===== config.mk =====
export PLATFORM = sky130hd
export DESIGN_NAME = bfl_lane
export DESIGN_NICKNAME = d
export VERILOG_FILES = /design/src/rtl/bfl_pkg.sv /design/src/rtl/bfl_lane.sv
export SDC_FILE = /design/constraint.sdc
export NUM_CORES = 2
export LEC_CHECK = 0
export BUFFER_PORTS_ARGS = -buffer_cell sky130_fd_sc_hd__buf_2
export CAP_MARGIN = 0
export CELL_PAD_IN_SITES_DETAIL_PLACEMENT = 0
export CELL_PAD_IN_SITES_GLOBAL_PLACEMENT = 1
export CORE_MARGIN = 5
export CORE_UTILIZATION = 55
export CTS_BUF_LIST = sky130_fd_sc_hd__clkbuf_8
export CTS_CLUSTER_SIZE = 25
export DETAILED_ROUTE_END_ITERATION = 10
export PLACE_DENSITY = 0.92
export SYNTH_ARGS = -nofsm -noshare
export SYNTH_HDL_FRONTEND = slang
export SYNTH_SLANG_ARGS = --single-unit

===== constraint.sdc =====
create_clock -name clk -period 34.3 [get_ports clk]
set_clock_uncertainty 0.1 [all_clocks]
set_input_delay 8.575 -clock clk [delete_from_list [all_inputs] [get_ports clk]]
set_output_delay 8.575 -clock clk [all_outputs]
set_load 0.005 [all_outputs]

===== src/rtl/bfl_pkg.sv =====
// Shared types, constants and the range weight table for the 3x3 Lab bilateral filter.
// No dependencies; imported by every module of the block.
package bfl_pkg;

  localparam int RANGE_TABLE_DEPTH = 64;
  localparam int WEIGHT_BITS = 16;
  localparam int IDX_W = $clog2(RANGE_TABLE_DEPTH);
  localparam int NUM_PIX = 9;
  localparam int CENTER_PIX = 4;
  localparam int PIX_W = 24;
  localparam int CH_W = 8;
  localparam int D2_W = 18;
  localparam int DIST_LIMIT = 4096;
  localparam int DIST_SHIFT = 12;
  localparam int W_W = 2 * WEIGHT_BITS;
  localparam int PROD_W = W_W + CH_W;
  localparam int NUM_W = PROD_W + 4;
  localparam int DEN_W = W_W + 4;
  localparam int QUO_W = CH_W;
  // Pipeline: four lane stages, two adder stages, one stage per quotient bit.
  localparam int LANE_STG = 4;
  localparam int SUM_STG = 2;
  localparam int NSTG = LANE_STG + SUM_STG + QUO_W;
  localparam int DIV_FIRST = LANE_STG + SUM_STG + 1;

  // Register indexes on the configuration port.
  localparam logic [1:0] REG_CENTER = 2'd0;
  localparam logic [1:0] REG_EDGE = 2'd1;
  localparam logic [1:0] REG_CORNER = 2'd2;

  localparam logic [95:0] EXP_STEP_Q32 = 96'd4280080078;

  typedef logic [PIX_W-1:0] pix_t;
  typedef logic [WEIGHT_BITS-1:0] wgt_t;
  typedef logic [NSTG:1] stage_en_t;
  typedef logic [RANGE_TABLE_DEPTH-1:0][WEIGHT_BITS-1:0] range_rom_t;

  // Entry k holds exp(-d/288) for d = k*4096/depth, built by repeated
  // Q0.32 multiplication and rounded to the weight width.
  function automatic range_rom_t build_range_rom();
    range_rom_t rom;
    logic [95:0] v;
    logic [95:0] w;
    logic [95:0] maxw;
    int unsigned d;
    int unsigned target;
    v = 96'd1 << 32;
    d = 0;
    maxw = (96'd1 << WEIGHT_BITS) - 96'd1;
    for (int k = 0; k < RANGE_TABLE_DEPTH; k++) begin
      target = (k * DIST_LIMIT) / RANGE_TABLE_DEPTH;
      while (d < target) begin
        v = (v * EXP_STEP_Q32 + (96'd1 << 31)) >> 32;
        d++;
      end
      w = (v + (96'd1 << (31 - WEIGHT_BITS))) >> (32 - WEIGHT_BITS);
      if (w > maxw) begin
        w = maxw;
      end
      rom[k] = w[WEIGHT_BITS-1:0];
    end
    return rom;
  endfunction

  localparam range_rom_t RANGE_ROM = build_range_rom();

  function automatic logic [CH_W-1:0] chan(input pix_t px, input int c);
    return px[PIX_W-1-CH_W*c -: CH_W];
  endfunction

endpackage


===== src/rtl/bfl_lane.sv =====
// One pixel lane: color distance, range weight lookup, total weight and the
// weighted channels. Depends on bfl_pkg.
module bfl_lane
  import bfl_pkg::*;
(
  input  logic                     clk,
  input  stage_en_t                en,
  input  pix_t                     px,
  input  pix_t                     ctr,
  input  wgt_t                     sw,
  output logic [W_W-1:0]           wt,
  output logic [2:0][PROD_W-1:0]   prod,
  output pix_t                     px_out
);

  logic [D2_W-1:0] d2;
  logic [IDX_W-1:0] idx;
  logic far;
  pix_t px1, px2, px3;
  wgt_t rw;
  logic [W_W-1:0] w3;
  logic [IDX_W+DIST_SHIFT-1:0] idx_prod;

  // Squared Lab distance to the center pixel.
  always_comb begin
    logic [CH_W-1:0] pa;
    logic [CH_W-1:0] pb;
    logic [CH_W-1:0] ad;
    logic [2*CH_W-1:0] sq;
    d2 = '0;
    for (int c = 0; c < 3; c++) begin
      pa = chan(px, c);
      pb = chan(ctr, c);
      ad = (pa >= pb) ? pa - pb : pb - pa;
      sq = (2*CH_W)'(ad) * (2*CH_W)'(ad);
      d2 = d2 + D2_W'(sq);
    end
  end

  assign idx_prod = (IDX_W+DIST_SHIFT)'(d2[DIST_SHIFT-1:0]) *
                    (IDX_W+DIST_SHIFT)'(RANGE_TABLE_DEPTH);

  // Stage 1: table index and far-color flag.
  always_ff @(posedge clk) begin
    if (en[1]) begin
      far <= (d2 >= D2_W'(DIST_LIMIT));
      idx <= idx_prod[IDX_W+DIST_SHIFT-1:DIST_SHIFT];
      px1 <= px;
    end
  end

  // Stage 2: range weight from the table.
  always_ff @(posedge clk) begin
    if (en[2]) begin
      rw <= far ? '0 : RANGE_ROM[idx];
      px2 <= px1;
    end
  end

  // Stage 3: range weight times spatial weight.
  always_ff @(posedge clk) begin
    if (en[3]) begin
      w3 <= W_W'(rw) * W_W'(sw);
      px3 <= px2;
    end
  end

  // Stage 4: weighted channel values.
  always_ff @(posedge clk) begin
    if (en[4]) begin
      wt <= w3;
      px_out <= px3;
      for (int c = 0; c < 3; c++) begin
        prod[c] <= PROD_W'(w3) * PROD_W'(chan(px3, c));
      end
    end
  end

endmodule


### Word level (Yosys, flattened, before mapping)

Memories as Yosys holds them, arrays and structs flattened. A register that Yosys moved wholly into a read port is not among the register bits.
Index checks and enable logic that the tools add are counted.

| word-level totals | value |
|---|---|
| memories | 1 |
| register bits after elaboration | 287 |
| output and inout port bits | 176 |
| memory bits (read-only) | 1024 |
| bits of input ports | 79 |

Memories:

| name | depth | width | read ports | clocked after Yosys merged registers in | write ports | line | text |
|---|---|---|---|---|---|---|---|
| (name not given) | 64 | 16 | 1 | 1 | 0 | bfl_lane.sv:55 | `rw <= far ? '0 : RANGE_ROM[idx];` |

| cells by class | value |
|---|---|
| multiplexer cells | 3 |
| $mul | 7 |
| order comparisons | 4 |
| add/sub/neg operators | 8 |

Operators with widths:

| cell | count |
|---|---|
| 32-bit by 8-bit multiplier with 40-bit output | 3 |
| 8-bit by 8-bit multiplier with 16-bit output | 3 |
| 8-bit subtractor | 6 |
| 16-bit by 16-bit multiplier with 32-bit output | 1 |
| 8-bit greater-or-equal comparator | 3 |
| 8-bit 2-to-1 mux | 3 |
| 17-bit by 16-bit adder with 18-bit output | 1 |
| 18-bit by 13-bit greater-or-equal comparator with 1-bit output (second input constant) | 1 |
| 16-bit by 16-bit adder with 17-bit output | 1 |

### Logic depth before layout (Yosys ltp)

| logic depth | value |
|---|---|
| depth in word-level cells | 6 |
| gate-level depth with buffers | 38 |

### Worst setup path before layout

No wires, ideal clock.

| timing | value |
|---|---|
| path type | input-to-reg |
| from | input port px[0] |
| to | register far (data pin) |
| arrival time | 16635 ps |
| data required time | 33927 ps |
| cell stages on the path | 32 |
| setup slack | 17292 ps |
| setup time | 273 ps |
| buffers on the path | 2 |
| cell sequence | inv_1 -> ha_1 -> inv_1 -> fa_1 -> a21o_1 -> a211o_1 -> a21o_1 -> buf_6 -> mux2_4 -> a311o_1 -> a221o_1 -> a21oi_2 -> xnor2_1 -> buf_2 -> nand2_1 -> fa_1 -> fa_1 -> fa_1 -> fa_1 -> inv_1 -> fa_1 -> fa_1 -> fa_1 -> ha_1 -> o21ai_0 -> nor2_1 -> o41ai_1 -> o21ai_0 -> a311oi_1 -> xor2_1 -> and3_1 -> o211ai_1 |

| on the way | value |
|---|---|
| longest elaborated chain between the ends | 5 |
| elaborated cells on any way between the ends | 7 |

RTL lines:

| what | line | text |
|---|---|---|
| start, declared | bfl_lane.sv:8 | `input pix_t px,` |
| 8-bit subtractor or 8-bit greater-or-equal comparator (tied branches) | bfl_lane.sv:34 | `ad = (pa >= pb) ? pa - pb : pb - pa;` |
| 8-bit 2-to-1 mux * | bfl_lane.sv:34 |  |
| 8-bit by 8-bit multiplier with 16-bit output * | bfl_lane.sv:35 | `sq = (2*CH_W)'(ad) * (2*CH_W)'(ad);` |
| 17-bit by 16-bit adder with 18-bit output * | bfl_lane.sv:36 | `d2 = d2 + D2_W'(sq);` |
| 18-bit by 13-bit greater-or-equal comparator with 1-bit output * | bfl_lane.sv:46 | `far <= (d2 >= D2_W'(DIST_LIMIT));` |
| end signal, assigned | bfl_lane.sv:46 |  |
| end, declared | bfl_lane.sv:18 | `logic far;` |

Mark *: on every way between the ends. The rest lies on a longest branch, timed or not.
A chain may end at the register's enable or synchronous reset.

### Final worst setup path

Same ends and word-level chain as after synthesis.

==> results.cfg <==
[timing]
finalMaxSlewViolations = 0
fmax_ghz = 0.05567
setup_violations = 0
hold_viol_final = 0
worst_pin_slew_ns = 1.258
min_period_ns = 17.96
setup_ws_ns = 16.34
setup_tns_ns = 0
rsz0062_at_grt = no
max_slew_margin = 0.1612
fin_crit_sh = 0.5237

[worst_setup_path]
crit_top_cell = fa_1
criticalPathCategory = in -> reg
timing.critical_path.buf_inv = 6
cp_max_fo = 9
reg2reg_slack_ns = 27.09
r2r_end = w3[31]$_DFFE_PP_
cp.required_ns = 34.61
cp_slowest_stage_delay_ns = 0.89
critPathTopFamily = adder cells
start_kind = primary input
r2r-start = rw[9]$_SDFFCE_PP0P_
cp_slowest_cell = xor2_1
crit_arrival_ns = 18.27
reg2reg_depth = 22
crit_path_end_kind = flop

[place]
dp_cells = 6235
placement.io_buffers = 244
place_ws_ns = 15.77
hpwl_mm = 87.60
gp_congestion = 0.8881

[status]
outcome = complete, no violations

[worst_hold_path]
min_from = px1[7]$_DFFE_PP_
whs_endpoint = px2[7]$_DFFE_PP_
min_path_cells = 0
hold_class = reg -> reg

[clocking]
cts_hold_buffers = 0
tritoncts = yes
clock_path_buffers = 3
cts.sink_count = 303
cts_setup_buffers = 0
clk_pin_slew_ns = 0.08
post_cts_resize_count = 0
cts_max_level = 2
cts_buffers = 55
clockRootBuffer = clkbuf_8
clk_latency_ns = 0.68

[floorplan]
die_w_um = 306.7
rows = 108
dieHeight_um = 306.7
dieArea_um2 = 94030
initial_core_util = 0.5562
core_region_area_um2 = 87020
io_pins = 255

[logic_synthesis]
syn_nets = 6359
synth.cell_area_um2 = 48400
yosysWarnings = 0
syn_inst = 4992
synth_edf_count = 303
synthFlopType = edfxtp_1
async_flop_share = 0
syn_avg_cell_area_um2 = 9.696
yosysUniqueCellTypes = 71
yosysSeqAreaShare = 0.1880
ys_ff_latch = 303

[global_routing]
grt_busiest_layer = met2
antenna_found_initial = 4
met1_usage = 0.3258
grt_first_pass_wirelength_mm = 188.3
met3_usage = 0.03957
grt_pass1_vias = 36970
grt-ovfl-total = 0
globalRouteMet2Util = 0.4249
grt_max_degree = 74
grt_usage = 0.2468

[layout]
nFillCells = 7419
area.growth.synth_to_final_pct = 7.179
layout_commonest_cell = inv_1
drive_gt1_frac = 0.07743
final_cell_mix = inv_1, fa_1, nand2_1
final_cells = 6336
fin_nets = 6504

[drt]
drtAntennaViolNets = 0
drtPass1Iterations = 5
wl_per_cell_um = 17.93
postRouteWirelength_mm = 113.6
drc = 0
via_per_inst = 5.443
num_vias = 34485
drt_iter0_drc = 2149

[flow_run]
maxCapViolations = 0
## synth_stat cells (all sizes together), types with 8 or more instances
| cell | instances | share of area |
|---|---|---|
| o21bai | 27 | 0.0042 |
| or2 | 15 | 0.0019 |
| nand3 | 34 | 0.0035 |
| and3 | 20 | 0.0026 |
| a311oi | 8 | 0.0014 |
| xnor2 | 109 | 0.020 |
| nor2b | 25 | 0.0032 |
| edfxtp | 303 | 0.19 |
| o21ai | 87 | 0.0090 |
| buf | 11 | 0.0012 |
| nand2 | 730 | 0.057 |
| ha | 417 | 0.11 |
| xor2 | 57 | 0.010 |
| a21o | 78 | 0.012 |
| o21a | 12 | 0.0019 |
| a21boi | 13 | 0.0020 |
| clkbuf | 193 | 0.015 |
| nand4 | 19 | 0.0025 |
| nor3 | 32 | 0.0033 |
| a31oi | 14 | 0.0018 |
| mux2i | 13 | 0.0027 |
| o211ai | 15 | 0.0023 |
| nand2b | 31 | 0.0040 |
| a211oi | 23 | 0.0036 |
| inv | 940 | 0.073 |
| and2 | 426 | 0.055 |
| nor2 | 188 | 0.015 |
| fa | 871 | 0.36 |
| a21oi | 180 | 0.019 |
## per-layer routing
| layer | routed length (um) | part of all wire | up-vias |
|---|---|---|---|
| li1 | - | - | 15822 |
| met1 | 46890 | 0.41 | 17406 |
| met2 | 55660 | 0.49 | 1053 |
| met3 | 7716 | 0.068 | 202 |
| met4 | 3343 | 0.029 | 2 |
| met5 | 11 | 0.000097 | - |
## cell families after synthesis
logic type      share of synthesized area
fa+ha+maj                          0.4681
flops                              0.1880
mux                              0.003464
xor+xnor                          0.03004
simple gates                       0.1506
compound gates                    0.07060
buf+inv                           0.08921
## layout make-up
| cell class | count | area (um2) | area share |
|---|---|---|---|
| Tap cell | 1155 | 1445 | 0.02786 |
| Sequential cell | 303 | 9099 | 0.1754 |
| Clock buffer | 55 | 757.0 | 0.01459 |
| Antenna cell | 2 | 5.005 | 0.00009648 |
| Inverter | 942 | 3536 | 0.06816 |
| Multi-Input combinational cell | 3543 | 34980 | 0.6744 |
| Clock inverter | 44 | 459.2 | 0.008852 |
| Timing Repair Buffer | 292 | 1590 | 0.03066 |
## sequential cells by signal (all words and copies together) (netlist names)
register	cells
w3	32
px_out	24
idx	6
prod	120
far	1
px1	24
wt	32
px2	24
rw	16
px3	24
## metrics by stage
stage / instance area (um2) / hold WS, ns / utilization
after floorplan: 48400 / 0.3003 / -
after detailed placement: 50650 / 0.3052 / 0.5821
final: 51870 / 0.3153 / 0.5961
after global routing: 51870 / 0.3247 / 0.5961
after CTS: 51870 / 0.3134 / 0.5960
after global placement: 50650 / 0.3005 / 0.5821
## worst max path at each step
stage / slack (ns) / depth (start not counted) / from / endpoint
after global placement: 15.95 / 31 / px[0] / far$_DFFE_PP_
after global routing: 15.92 / 31 / px[0] / far$_DFFE_PP_
after floorplan: 17.29 / 32 / px[0] / far$_DFFE_PP_
final: 16.34 / 31 / px[0] / far$_DFFE_PP_
after detailed placement: 15.77 / 31 / px[0] / far$_DFFE_PP_
after CTS: 16.49 / 31 / px[0] / far$_DFFE_PP_
Power is not shown: default switching activity piles up to over one toggle a cycle in this logic, so the estimate is an artifact.
